--- src/rtl/core/lls_pkg.sv ---
// Shared types, codes and constants for the link lease supervisor.
// No dependencies; every other file of the block imports this package.
package lls_pkg;

    // Event codes on the op field
    localparam logic [3:0] OP_POLL       = 4'd0;
    localparam logic [3:0] OP_CONNECT    = 4'd1;
    localparam logic [3:0] OP_DISCONNECT = 4'd2;
    localparam logic [3:0] OP_MTU        = 4'd3;
    localparam logic [3:0] OP_SUBSCRIBE  = 4'd4;
    localparam logic [3:0] OP_ENC_CHANGE = 4'd5;
    localparam logic [3:0] OP_TERM_FAIL  = 4'd6;
    localparam logic [3:0] OP_PACKET     = 4'd7;
    localparam logic [3:0] OP_SYNC       = 4'd8;
    localparam logic [3:0] OP_HOST_RESET = 4'd9;

    // Configuration register indexes
    localparam int unsigned CFG_IDX_W = 3;
    localparam logic [CFG_IDX_W-1:0] CFG_QUAL_TIMEOUT = 3'd0;
    localparam logic [CFG_IDX_W-1:0] CFG_IDLE_TIMEOUT = 3'd1;
    localparam logic [CFG_IDX_W-1:0] CFG_TERM_GRACE   = 3'd2;
    localparam logic [CFG_IDX_W-1:0] CFG_TERM_RETRY   = 3'd3;
    localparam logic [CFG_IDX_W-1:0] CFG_ENC_MODE     = 3'd4;
    localparam logic [CFG_IDX_W-1:0] CFG_TX_HANDLE    = 3'd5;

    localparam logic [31:0] TERM_GRACE_RST = 32'd5000;
    localparam logic [31:0] TERM_RETRY_RST = 32'd1000;

    localparam logic [7:0]  MIN_PAYLOAD = 8'd20;
    localparam logic [7:0]  MAX_PAYLOAD = 8'd255;
    localparam logic [15:0] MTU_HEADER  = 16'd3;
    localparam logic [15:0] NO_HANDLE   = 16'hFFFF;

    typedef enum logic [1:0] {
        PH_DOWN   = 2'd0,
        PH_QUAL   = 2'd1,
        PH_ACTIVE = 2'd2,
        PH_TERM   = 2'd3
    } phase_t;

    // Classified event, as carried out by the back end
    typedef enum logic [3:0] {
        EV_NONE,
        EV_POLL,
        EV_CONNECT,
        EV_DISCONNECT,
        EV_MTU,
        EV_SUBSCRIBE,
        EV_ENC,
        EV_PACKET,
        EV_SYNC,
        EV_HOST_RESET
    } ev_t;

    typedef struct packed {
        logic [31:0] qual_timeout;
        logic [31:0] idle_timeout;
        logic [31:0] term_grace;
        logic [31:0] term_retry;
        logic        enc_mode;
        logic [15:0] tx_handle;
    } lls_cfg_t;

    typedef struct packed {
        ev_t         ev;
        logic [31:0] now;
        logic [15:0] hnd;
        logic [7:0]  mtu;
        logic        attr_match;
        logic        notify_on;
        logic        gone;
        logic        sec_term;
    } lls_cmd_t;

    typedef struct packed {
        phase_t      phase;
        logic [15:0] handle;
        logic [7:0]  mtu;
        logic        notify_en;
        logic        packet_seen;
        logic        reset_req;
        logic        host_ready;
        logic [31:0] qual_start;
        logic [31:0] last_pkt;
        logic [31:0] term_start;
        logic [31:0] last_try;
        logic [31:0] conn_count;
    } lls_state_t;

    typedef struct packed {
        phase_t      phase;
        logic        connected;
        logic        subscribed;
        logic [7:0]  mtu;
        logic [31:0] generation;
        logic [15:0] active_handle;
        logic        send_terminate;
        logic        host_reset_req;
        logic        advertise_req;
        logic        parser_reset;
        logic        poll_needed;
    } lls_res_t;

    function automatic lls_state_t lls_clear_link(input lls_state_t x);
        lls_state_t y;
        y             = x;
        y.phase       = PH_DOWN;
        y.handle      = NO_HANDLE;
        y.mtu         = MIN_PAYLOAD;
        y.notify_en   = 1'b0;
        y.packet_seen = 1'b0;
        y.reset_req   = 1'b0;
        y.qual_start  = '0;
        y.last_pkt    = '0;
        y.term_start  = '0;
        y.last_try    = '0;
        return y;
    endfunction

endpackage

--- src/rtl/core/lls_front.sv ---
// Front end: classifies one incoming event into a command for the back end.
// Depends on lls_pkg (codes, command and configuration types).
module lls_front (
    input  logic [3:0]        op,
    input  logic [31:0]       now,
    input  logic [15:0]       link_handle,
    input  logic [7:0]        event_status,
    input  logic [15:0]       offered_mtu,
    input  logic [15:0]       attr_id,
    input  logic              notify_on,
    input  logic              peer_gone,
    input  logic              security_failed,
    input  lls_pkg::lls_cfg_t cfg,
    output lls_pkg::lls_cmd_t cmd
);
    import lls_pkg::*;

    logic        status_ok;
    logic [15:0] mtu_sub;
    logic [7:0]  mtu_clamped;

    assign status_ok = (event_status == 8'd0);
    assign mtu_sub   = offered_mtu - MTU_HEADER;

    // Drop the header bytes, then saturate into the payload range
    always_comb
    begin
        priority if (offered_mtu <= MTU_HEADER)
            mtu_clamped = MIN_PAYLOAD;
        else if (mtu_sub > {8'd0, MAX_PAYLOAD})
            mtu_clamped = MAX_PAYLOAD;
        else if (mtu_sub < {8'd0, MIN_PAYLOAD})
            mtu_clamped = MIN_PAYLOAD;
        else
            mtu_clamped = mtu_sub[7:0];
    end

    always_comb
    begin
        cmd            = '0;
        cmd.now        = now;
        cmd.hnd        = link_handle;
        cmd.mtu        = mtu_clamped;
        cmd.attr_match = (attr_id == cfg.tx_handle);
        cmd.notify_on  = notify_on;
        cmd.gone       = peer_gone;
        cmd.sec_term   = cfg.enc_mode & security_failed;
        unique case (op)
            OP_POLL:       cmd.ev = EV_POLL;
            OP_CONNECT:    cmd.ev = status_ok ? EV_CONNECT : EV_NONE;
            OP_DISCONNECT: cmd.ev = EV_DISCONNECT;
            OP_MTU:        cmd.ev = EV_MTU;
            OP_SUBSCRIBE:  cmd.ev = EV_SUBSCRIBE;
            OP_ENC_CHANGE: cmd.ev = status_ok ? EV_ENC : EV_NONE;
            OP_TERM_FAIL:  cmd.ev = EV_NONE;
            OP_PACKET:     cmd.ev = EV_PACKET;
            OP_SYNC:       cmd.ev = EV_SYNC;
            OP_HOST_RESET: cmd.ev = EV_HOST_RESET;
            default:       cmd.ev = EV_NONE;
        endcase
    end

endmodule

--- src/rtl/core/lls_queue.sv ---
// Two-entry command queue between the front and back ends.
// Depends on lls_pkg (command type).
module lls_queue (
    input  logic              clk,
    input  logic              rst_n,
    input  logic              push,
    input  lls_pkg::lls_cmd_t push_cmd,
    input  logic              pop,
    output lls_pkg::lls_cmd_t head_cmd,
    output logic              full,
    output logic              empty
);
    import lls_pkg::*;

    lls_cmd_t   slot_reg [2];
    logic       wr_ptr_reg, wr_ptr_next;
    logic       rd_ptr_reg, rd_ptr_next;
    logic [1:0] count_reg, count_next;
    logic       do_push, do_pop;

    assign full     = (count_reg == 2'd2);
    assign empty    = (count_reg == 2'd0);
    assign do_push  = push & ~full;
    assign do_pop   = pop & ~empty;
    assign head_cmd = slot_reg[rd_ptr_reg];

    always_comb
    begin
        wr_ptr_next = wr_ptr_reg ^ do_push;
        rd_ptr_next = rd_ptr_reg ^ do_pop;
        count_next  = count_reg + {1'b0, do_push} - {1'b0, do_pop};
    end

    always_ff @(posedge clk or negedge rst_n)
    begin
        if (!rst_n)
        begin
            wr_ptr_reg <= 1'b0;
            rd_ptr_reg <= 1'b0;
            count_reg  <= 2'd0;
        end
        else
        begin
            wr_ptr_reg <= wr_ptr_next;
            rd_ptr_reg <= rd_ptr_next;
            count_reg  <= count_next;
        end
    end

    always_ff @(posedge clk)
    begin
        if (do_push)
            slot_reg[wr_ptr_reg] <= push_cmd;
    end

endmodule

--- src/rtl/core/lls_back.sv ---
// Back end: link state, timeout checks and the registered result stage.
// Depends on lls_pkg (state, command, result and configuration types).
module lls_back (
    input  logic              clk,
    input  logic              rst_n,
    input  lls_pkg::lls_cfg_t cfg,
    input  lls_pkg::lls_cmd_t cmd,
    input  logic              cmd_ready,
    output logic              cmd_pop,
    output lls_pkg::lls_res_t res,
    output logic              res_valid,
    input  logic              res_stall
);
    import lls_pkg::*;

    lls_state_t st_reg, st_next;
    lls_res_t   res_reg, res_next;
    logic       res_valid_reg, res_valid_next;
    logic       p_term, p_host_reset, p_parser;
    logic       exp_qual, exp_idle, exp_grace, exp_retry;
    logic       hnd_match;

    assign cmd_pop   = cmd_ready & (~res_valid_reg | ~res_stall);
    assign hnd_match = (cmd.hnd == st_reg.handle);

    // Elapsed time wraps modulo 2^32; a limit of zero disables the check
    assign exp_qual  = (cfg.qual_timeout != '0) &&
                       ((cmd.now - st_reg.qual_start) >= cfg.qual_timeout);
    assign exp_idle  = (cfg.idle_timeout != '0) &&
                       ((cmd.now - st_reg.last_pkt) >= cfg.idle_timeout);
    assign exp_grace = (cfg.term_grace != '0) &&
                       ((cmd.now - st_reg.term_start) >= cfg.term_grace);
    assign exp_retry = (cfg.term_retry != '0) &&
                       ((cmd.now - st_reg.last_try) >= cfg.term_retry);

    // Next link state and request pulses
    always_comb
    begin
        st_next      = st_reg;
        p_term       = 1'b0;
        p_host_reset = 1'b0;
        p_parser     = 1'b0;
        unique case (cmd.ev)
            EV_POLL:
            begin
                if (st_reg.host_ready && st_reg.phase != PH_DOWN)
                begin
                    priority if ((st_reg.phase == PH_QUAL && exp_qual) ||
                                 (st_reg.phase == PH_ACTIVE && exp_idle))
                    begin
                        p_parser = 1'b1;
                        if (cmd.gone)
                            st_next = lls_clear_link(st_reg);
                        else
                        begin
                            st_next.phase      = PH_TERM;
                            st_next.term_start = cmd.now;
                            st_next.last_try   = cmd.now;
                            p_term             = 1'b1;
                        end
                    end
                    else if (st_reg.phase == PH_TERM)
                    begin
                        priority if (exp_grace)
                        begin
                            priority if (cmd.gone)
                            begin
                                st_next  = lls_clear_link(st_reg);
                                p_parser = 1'b1;
                            end
                            else if (!st_reg.reset_req)
                            begin
                                st_next.reset_req = 1'b1;
                                p_host_reset      = 1'b1;
                            end
                            else
                                st_next = st_reg;
                        end
                        else if (exp_retry)
                        begin
                            if (cmd.gone)
                            begin
                                st_next  = lls_clear_link(st_reg);
                                p_parser = 1'b1;
                            end
                            else
                            begin
                                st_next.last_try = cmd.now;
                                p_term           = 1'b1;
                            end
                        end
                        else
                            st_next = st_reg;
                    end
                    else
                        st_next = st_reg;
                end
            end
            EV_CONNECT:
            begin
                st_next.handle      = cmd.hnd;
                st_next.mtu         = MIN_PAYLOAD;
                st_next.notify_en   = 1'b0;
                st_next.packet_seen = 1'b0;
                st_next.reset_req   = 1'b0;
                st_next.qual_start  = cmd.now;
                st_next.last_pkt    = '0;
                st_next.conn_count  = st_reg.conn_count + 32'd1;
                st_next.phase       = PH_QUAL;
                p_parser            = 1'b1;
                // Security refused: start termination straight away, or clear the link if the peer is gone
                if (cmd.sec_term)
                begin
                    if (cmd.gone)
                        st_next = lls_clear_link(st_next);
                    else
                    begin
                        st_next.phase      = PH_TERM;
                        st_next.term_start = cmd.now;
                        st_next.last_try   = cmd.now;
                        p_term             = 1'b1;
                    end
                end
            end
            EV_DISCONNECT:
            begin
                if (st_reg.handle == NO_HANDLE || hnd_match)
                begin
                    st_next  = lls_clear_link(st_reg);
                    p_parser = 1'b1;
                end
            end
            EV_MTU:
            begin
                if (hnd_match && st_reg.phase != PH_DOWN)
                    st_next.mtu = cmd.mtu;
            end
            EV_SUBSCRIBE:
            begin
                if (hnd_match && cmd.attr_match &&
                    (st_reg.phase == PH_QUAL || st_reg.phase == PH_ACTIVE))
                begin
                    st_next.notify_en = cmd.notify_on;
                    if (!cmd.notify_on && st_reg.phase == PH_ACTIVE)
                    begin
                        st_next.phase       = PH_QUAL;
                        st_next.packet_seen = 1'b0;
                        st_next.qual_start  = cmd.now;
                    end
                    if (st_next.phase == PH_QUAL && st_next.notify_en &&
                        st_next.packet_seen)
                        st_next.phase = PH_ACTIVE;
                end
            end
            EV_ENC:
            begin
                if (hnd_match && st_reg.phase == PH_QUAL)
                    st_next.qual_start = cmd.now;
            end
            EV_PACKET:
            begin
                if (st_reg.phase == PH_QUAL || st_reg.phase == PH_ACTIVE)
                begin
                    st_next.last_pkt    = cmd.now;
                    st_next.packet_seen = 1'b1;
                    if (st_reg.phase == PH_QUAL && st_reg.notify_en)
                        st_next.phase = PH_ACTIVE;
                end
            end
            EV_SYNC:
            begin
                st_next.host_ready = 1'b1;
                st_next.reset_req  = 1'b0;
            end
            EV_HOST_RESET:
            begin
                st_next            = lls_clear_link(st_reg);
                st_next.host_ready = 1'b0;
                p_parser           = 1'b1;
            end
            EV_NONE:
            begin
                st_next = st_reg;
            end
            default:
            begin
                st_next = st_reg;
            end
        endcase
    end

    // Result snapshot taken from the state after the event
    always_comb
    begin
        res_next.phase          = st_next.phase;
        res_next.connected      = (st_next.phase == PH_QUAL) ||
                                  (st_next.phase == PH_ACTIVE);
        res_next.subscribed     = res_next.connected & st_next.notify_en;
        res_next.mtu            = st_next.mtu;
        res_next.generation     = st_next.conn_count;
        res_next.active_handle  = st_next.handle;
        res_next.send_terminate = p_term;
        res_next.host_reset_req = p_host_reset;
        res_next.advertise_req  = st_next.host_ready & (st_next.phase == PH_DOWN);
        res_next.parser_reset   = p_parser;
        res_next.poll_needed    = (st_next.phase == PH_TERM) ||
                                  (st_next.phase == PH_QUAL &&
                                   cfg.qual_timeout != '0) ||
                                  (st_next.phase == PH_ACTIVE &&
                                   cfg.idle_timeout != '0);
    end

    always_comb
    begin
        priority if (cmd_pop)
            res_valid_next = 1'b1;
        else if (res_valid_reg && !res_stall)
            res_valid_next = 1'b0;
        else
            res_valid_next = res_valid_reg;
    end

    always_ff @(posedge clk or negedge rst_n)
    begin
        if (!rst_n)
        begin
            st_reg.phase       <= PH_DOWN;
            st_reg.handle      <= NO_HANDLE;
            st_reg.mtu         <= MIN_PAYLOAD;
            st_reg.notify_en   <= 1'b0;
            st_reg.packet_seen <= 1'b0;
            st_reg.reset_req   <= 1'b0;
            st_reg.host_ready  <= 1'b0;
            st_reg.qual_start  <= '0;
            st_reg.last_pkt    <= '0;
            st_reg.term_start  <= '0;
            st_reg.last_try    <= '0;
            st_reg.conn_count  <= '0;
            res_valid_reg      <= 1'b0;
        end
        else
        begin
            if (cmd_pop)
                st_reg <= st_next;
            res_valid_reg <= res_valid_next;
        end
    end

    always_ff @(posedge clk)
    begin
        if (cmd_pop)
            res_reg <= res_next;
    end

    assign res       = res_reg;
    assign res_valid = res_valid_reg;

endmodule

--- src/rtl/core/link_lease_supervisor.sv ---
// Top level of the link lease supervisor: configuration registers and the
// front end, command queue and back end. Depends on lls_pkg and lls_front,
// lls_queue, lls_back.
//
// Usage:
//   Event channel (evt_valid / evt_stall): one timestamped link event per
//   transfer, taken at an edge with evt_valid high and evt_stall low.
//   Result channel (res_valid / res_stall): exactly one result per event,
//   a snapshot of the link after the event plus single-result request pulses
//   (send_terminate, host_reset_req, parser_reset).
//   Configuration channel (cfg_valid / cfg_ready / cfg_index / cfg_data):
//   cfg_ready is always high; indexes past the last register are dropped.
//   Write configuration only while no event is in flight.
// Flow: a transferred event is written into the queue, carried out when the
// back end pops it, and its result is then offered from the output register;
// one event per cycle is sustained while res_stall stays low.
// Reset: all link state returns to down with no handle, MTU 20 and a
// generation of zero; the configuration takes its default values.
// Stall: a stalled result holds in the output register; the two-entry queue
// keeps taking events until it fills, then evt_stall rises.
module link_lease_supervisor (
    input  logic        clk,
    input  logic        rst_n,
    // event channel
    input  logic        evt_valid,
    output logic        evt_stall,
    input  logic [3:0]  op,
    input  logic [31:0] now,
    input  logic [15:0] link_handle,
    input  logic [7:0]  event_status,
    input  logic [15:0] offered_mtu,
    input  logic [15:0] attr_id,
    input  logic        notify_on,
    input  logic        peer_gone,
    input  logic        security_failed,
    // result channel
    output logic        res_valid,
    input  logic        res_stall,
    output logic [1:0]  phase,
    output logic        connected,
    output logic        subscribed,
    output logic [7:0]  mtu,
    output logic [31:0] generation,
    output logic [15:0] active_handle,
    output logic        send_terminate,
    output logic        host_reset_req,
    output logic        advertise_req,
    output logic        parser_reset,
    output logic        poll_needed,
    // configuration channel
    input  logic        cfg_valid,
    output logic        cfg_ready,
    input  logic [2:0]  cfg_index,
    input  logic [31:0] cfg_data
);
    import lls_pkg::*;

    lls_cfg_t cfg_reg;
    lls_cmd_t front_cmd;
    lls_cmd_t head_cmd;
    lls_res_t res;
    logic     q_full, q_empty, q_pop;
    logic     cfg_wr;

    assign cfg_ready = 1'b1;
    assign cfg_wr    = cfg_valid & cfg_ready;

    // Configuration registers: written by index, unknown indexes dropped
    always_ff @(posedge clk or negedge rst_n)
    begin
        if (!rst_n)
        begin
            cfg_reg.qual_timeout <= '0;
            cfg_reg.idle_timeout <= '0;
            cfg_reg.term_grace   <= TERM_GRACE_RST;
            cfg_reg.term_retry   <= TERM_RETRY_RST;
            cfg_reg.enc_mode     <= 1'b0;
            cfg_reg.tx_handle    <= '0;
        end
        else if (cfg_wr)
        begin
            unique case (cfg_index)
                CFG_QUAL_TIMEOUT: cfg_reg.qual_timeout <= cfg_data;
                CFG_IDLE_TIMEOUT: cfg_reg.idle_timeout <= cfg_data;
                CFG_TERM_GRACE:   cfg_reg.term_grace   <= cfg_data;
                CFG_TERM_RETRY:   cfg_reg.term_retry   <= cfg_data;
                CFG_ENC_MODE:     cfg_reg.enc_mode     <= cfg_data[0];
                CFG_TX_HANDLE:    cfg_reg.tx_handle    <= cfg_data[15:0];
                default:          cfg_reg              <= cfg_reg;
            endcase
        end
    end

    // Classify the event on the way in
    lls_front u_front (
        .op              (op),
        .now             (now),
        .link_handle     (link_handle),
        .event_status    (event_status),
        .offered_mtu     (offered_mtu),
        .attr_id         (attr_id),
        .notify_on       (notify_on),
        .peer_gone       (peer_gone),
        .security_failed (security_failed),
        .cfg             (cfg_reg),
        .cmd             (front_cmd)
    );

    // Hold classified commands while the back end or the receiver stalls
    lls_queue u_queue (
        .clk      (clk),
        .rst_n    (rst_n),
        .push     (evt_valid),
        .push_cmd (front_cmd),
        .pop      (q_pop),
        .head_cmd (head_cmd),
        .full     (q_full),
        .empty    (q_empty)
    );

    assign evt_stall = q_full;

    // Carry out the command and register the result
    lls_back u_back (
        .clk       (clk),
        .rst_n     (rst_n),
        .cfg       (cfg_reg),
        .cmd       (head_cmd),
        .cmd_ready (~q_empty),
        .cmd_pop   (q_pop),
        .res       (res),
        .res_valid (res_valid),
        .res_stall (res_stall)
    );

    assign phase          = res.phase;
    assign connected      = res.connected;
    assign subscribed     = res.subscribed;
    assign mtu            = res.mtu;
    assign generation     = res.generation;
    assign active_handle  = res.active_handle;
    assign send_terminate = res.send_terminate;
    assign host_reset_req = res.host_reset_req;
    assign advertise_req  = res.advertise_req;
    assign parser_reset   = res.parser_reset;
    assign poll_needed    = res.poll_needed;

endmodule
--- config.mk ---
export PLATFORM = sky130hd
export DESIGN_NAME = link_lease_supervisor
export DESIGN_NICKNAME = d
export VERILOG_FILES = /design/src/rtl/core/lls_pkg.sv /design/src/rtl/core/lls_front.sv /design/src/rtl/core/lls_queue.sv /design/src/rtl/core/lls_back.sv /design/src/rtl/core/link_lease_supervisor.sv
export SDC_FILE = /design/constraint.sdc
export NUM_CORES = 1
export LEC_CHECK = 0
export ABC_AREA = 1
export BUFFER_PORTS_ARGS = -buffer_cell sky130_fd_sc_hd__buf_2
export CAP_MARGIN = 20
export CORE_MARGIN = 2
export CORE_UTILIZATION = 45
export CTS_CLUSTER_DIAMETER = 200
export DETAILED_ROUTE_END_ITERATION = 8
export GPL_TIMING_DRIVEN = 0
export PLACE_DENSITY_LB_ADDON = 0.2
export SLEW_MARGIN = 20
export SYNTH_ARGS = -nofsm -noshare
export SYNTH_HDL_FRONTEND = slang
export SYNTH_HIERARCHICAL = 1
export SYNTH_SLANG_ARGS = --single-unit
--- constraint.sdc ---
create_clock -name clk -period 10.75 [get_ports clk]
set_clock_uncertainty 0.15 [all_clocks]
set_input_delay 0.5375 -clock clk [delete_from_list [all_inputs] [get_ports clk]]
set_output_delay 0.5375 -clock clk [all_outputs]
set_load 0.02 [all_outputs]
==> results.py <==
metrics = {
    "timing": {
        "fin_setup_tns_ps": 0,
        "post-route-min-period_ps": 7137,
        "slew_violations": 0,
        "finalHoldViolations": 0,
        "relSlewSlack_pct": 30.25,
        "min_period_over_period_pct": 66.39,
        "rsz0062_at_grt": "false",
        "setup_viol": 0,
        "worst_pin_slew_ps": 1046,
        "fmax_mhz": 140.1,
        "worst_slack_ps": 3613,
    },
    "worst_setup_path": {
        "r2r_slack_ps": 3610,
        "cp_max_fo": 11,
        "rr_startpoint": "u_queue/rd_ptr_reg$_DFF_PN0_",
        "critPathMaxStageDelay_ps": 740,
        "cp_common_cell": "o21ai_1",
        "critPathRequiredTime_ps": 11150,
        "slowest_stage": "nand2_1",
        "r2r_end": "u_back/st_reg[85]$_DFFE_PN0P_",
        "crit_type": "reg2reg",
        "critPathArrivalTime_ps": 7540,
        "worst_r2r_path_depth": 30,
        "critPathLaunchType": "flip-flop",
        "worst_setup_path_end_kind": "flip-flop",
    },
    "cts": {
        "clk_latency_ps": 630,
        "post_cts_buffers": 0,
        "clockRootBuffer": "clkbuf_16",
        "ctsHtreeMaxLevel": 2,
        "clock_path_buffers": 3,
        "cts_hold_buf": 51,
        "cts_buffers": 60,
        "cts_sinks": 533,
        "ctsResizeCount": 0,
        "clk_pin_slew_ps": 60,
        "cts_tree": "built",
    },
    "floorplanning": {
        "core_area_um2": 77080,
        "io-pin-count": 203,
        "fp.dieW_um": 282.5,
        "rows": 102,
        "die_h_um": 282.5,
        "dieArea_um2": 79790,
        "start_util_pct": 45.27,
    },
    "placed_design": {
        "place_inst": 5571,
        "preCtsSetupSlack_ps": 3800,
        "place_hpwl_um": 77400,
        "globalplace.congestion": 0.9054,
        "numPortBuffers": 151,
        "placed_area_um2": 37200,
    },
    "final_layout": {
        "largest_reg_flops": 190,
        "final_common_cell": "nand2_1",
        "fillers": 7510,
        "nNetsFinal": 5050,
        "layout_common_cells": "1308 x nand2_1, 553 x inv_1, 311 x dfrtp_1",
        "drive_gt1_share_pct": 12.80,
        "instances_no_fill": 5738,
        "final_cell_area_um2": 39850,
        "area_growth_pct": 14.19,
    },
    "logic_synthesis": {
        "synthesis.nets": 4778,
        "yosys.area.top_type": "dfrtp_1",
        "synthCells": 4372,
        "async_flop_share_pct": 63.79,
        "yosysUniqueCellTypes": 63,
        "netlist_area_um2": 34900,
        "ys_seq_elements": 533,
        "synth.yosys.seq_area_share_pct": 41.09,
        "synth_top_area_share_pct": 22.30,
        "ys.warnings.count": 6,
        "synthTopCellsByArea": "dfrtp_1 22%, edfxtp_1 17%, nand2_1 14%, ha_1 9.6%, inv_1 5.9%",
        "synth-edff-count": 193,
        "avgSynthCellArea_um2": 7.982,
        "ys.flop_type": "dfrtp_1",
    },
    "route": {
        "ant_nets": 0,
        "first_pass_iters": 6,
        "post_drt_wl_per_cell_um": 18.35,
        "wl_um": 105300,
        "vias_per_cell": 5.241,
        "via_count": 30080,
        "drt_iter0_markers": 2744,
        "drc_errors": 0,
    },
    "pwr": {
        "p_leak_nw": 18.62,
        "ir_drop_uv": 221.3,
        "power.density_nw_per_um2": 346.9,
    },
    "hold_path": {
        "holdCritStartpoint": "res_stall",
        "holdPathEnd": "u_back/res_valid$_DFFE_PN0P_",
        "min_path_type": "in2reg",
        "min_path_cells": 3,
    },
    "global_routing": {
        "grt_max_degree": 90,
        "grt_overflow": 0,
        "grt_antenna_before_repair": 7,
        "grt.total_usage_pct": 26.27,
        "grt_pass1_wl_um": 161200,
        "grt_pass1_vias": 28330,
    },
    "job": {
        "drv_cap": 0,
    },
    "status": {
        "status": "finished, final reports clean",
    },
}
## worst max path at each step
| stage | startpoint | cells after the start | to | slack [ps] |
|---|---|---|---|---|
| after floorplan | u_queue/rd_ptr_reg$_DFF_PN0_ | 37 | u_back/res[0]$_DFFE_PP_ | 5500 |
| after global placement | rst_n | 1 | u_back/st_reg[169]$_DFFE_PN0P_ | 1900 |
| after detailed placement | u_queue/rd_ptr_reg$_DFF_PN0_ | 30 | u_back/st_reg[88]$_DFFE_PN0P_ | 3800 |
| after CTS | u_queue/rd_ptr_reg$_DFF_PN0_ | 30 | u_back/st_reg[92]$_DFFE_PN0P_ | 3770 |
| after global routing | u_queue/rd_ptr_reg$_DFF_PN0_ | 30 | u_back/st_reg[90]$_DFFE_PN0P_ | 3190 |
| final | u_queue/rd_ptr_reg$_DFF_PN0_ | 30 | u_back/st_reg[85]$_DFFE_PN0P_ | 3610 |
## final cells by class
type	count	area [µm²]	area share, %
multi-input combinational	3091	17380	43.62
sequential	533	14340	35.99
inverter	579	2181	5.473
clock buffer	89	1782	4.471
timing repair buffer	210	1481	3.718
tap	1040	1301	3.266
buffer	169	1025	2.572
clock inverter	24	346.6	0.8698
antenna	3	7.507	0.01884
## cell usage after synthesis, types with 5 or more instances
master and number:
nor4_1 31, buf_1 9, o21ai_2 33, nor2_4 10, o21a_1 20, nand2_2 44
a21o_1 10, xor2_1 106, a22oi_1 23, nor3_2 5, nor2_2 20, a21oi_1 243
or2_2 5, nand3_1 255, a21boi_0 9, dfrtp_1 311, nand2_1 1308, o211ai_1 12
edfxtp_1 193, dfstp_2 29, a31oi_1 13, clkbuf_1 28, ha_1 267, nor3_4 12
buf_2 56, nand2_4 6, o22ai_1 5, nor2_1 181, o21ai_0 138, o21ai_1 110
inv_2 21, buf_4 67, o21bai_1 13, a21boi_1 5, nand4_1 65, xnor2_1 49
buf_6 9, inv_1 553, nor3_1 49
## report_power, final
part           total, W  switching [W]  internal, W  leakage [nW]
logic           0.00856        0.00563      0.00294          11.3
registers       0.00306       0.000289      0.00277          6.24
clock network   0.00220       0.000867      0.00134          1.05
total            0.0138        0.00678      0.00704          18.6
## worst max-delay path, delay by kind of cell, from the launching register on
kind / cells / cell delay [ps]
AO/OA/AOI/OAI: 9 / 2470
adder cells (fa/ha/maj): 2 / 670
XOR/XNOR: 1 / 100
buffers and inverters: 5 / 1170
AND/OR/NAND/NOR: 13 / 2080
flip-flops: 1 / 390
## per-layer routing
layer  global-route usage [%]  vias to the layer above  share of wire [%]
li1                         -                    14860                  -
met1                    35.48                    14170                 44
met2                    42.28                      831                 46
met3                    4.427                      201                6.1
met4                    9.863                        8                4.1
met5                        0                        -              0.054
## metrics by stage
stage	util [%]	total power, W	hold WS, ps
after floorplan	-	0.009197	91.91
after global placement	47.94	0.01139	304.6
after detailed placement	48.26	0.01153	175.1
after CTS	51.68	0.01381	19.55
after global routing	51.69	0.01510	24.41
final	51.69	0.01382	41.12
## kinds of logic (layout without fill, tap and decap cells)
| logic type | count (synthesis) | in the layout | synth area share (%) |
|---|---|---|---|
| AO/OA/AOI/OAI | 654 | 654 | 10.71 |
| buffers and inverters | 748 | 1071 | 9.182 |
| flip-flops | 533 | 533 | 41.09 |
| adder cells (fa/ha/maj) | 271 | 271 | 9.803 |
| AND/OR/NAND/NOR | 2010 | 2010 | 25.31 |
| other | 1 | 4 | 0.01075 |
| XOR/XNOR | 155 | 155 | 3.890 |
Note: power is estimated with default switching activity, not from simulation.
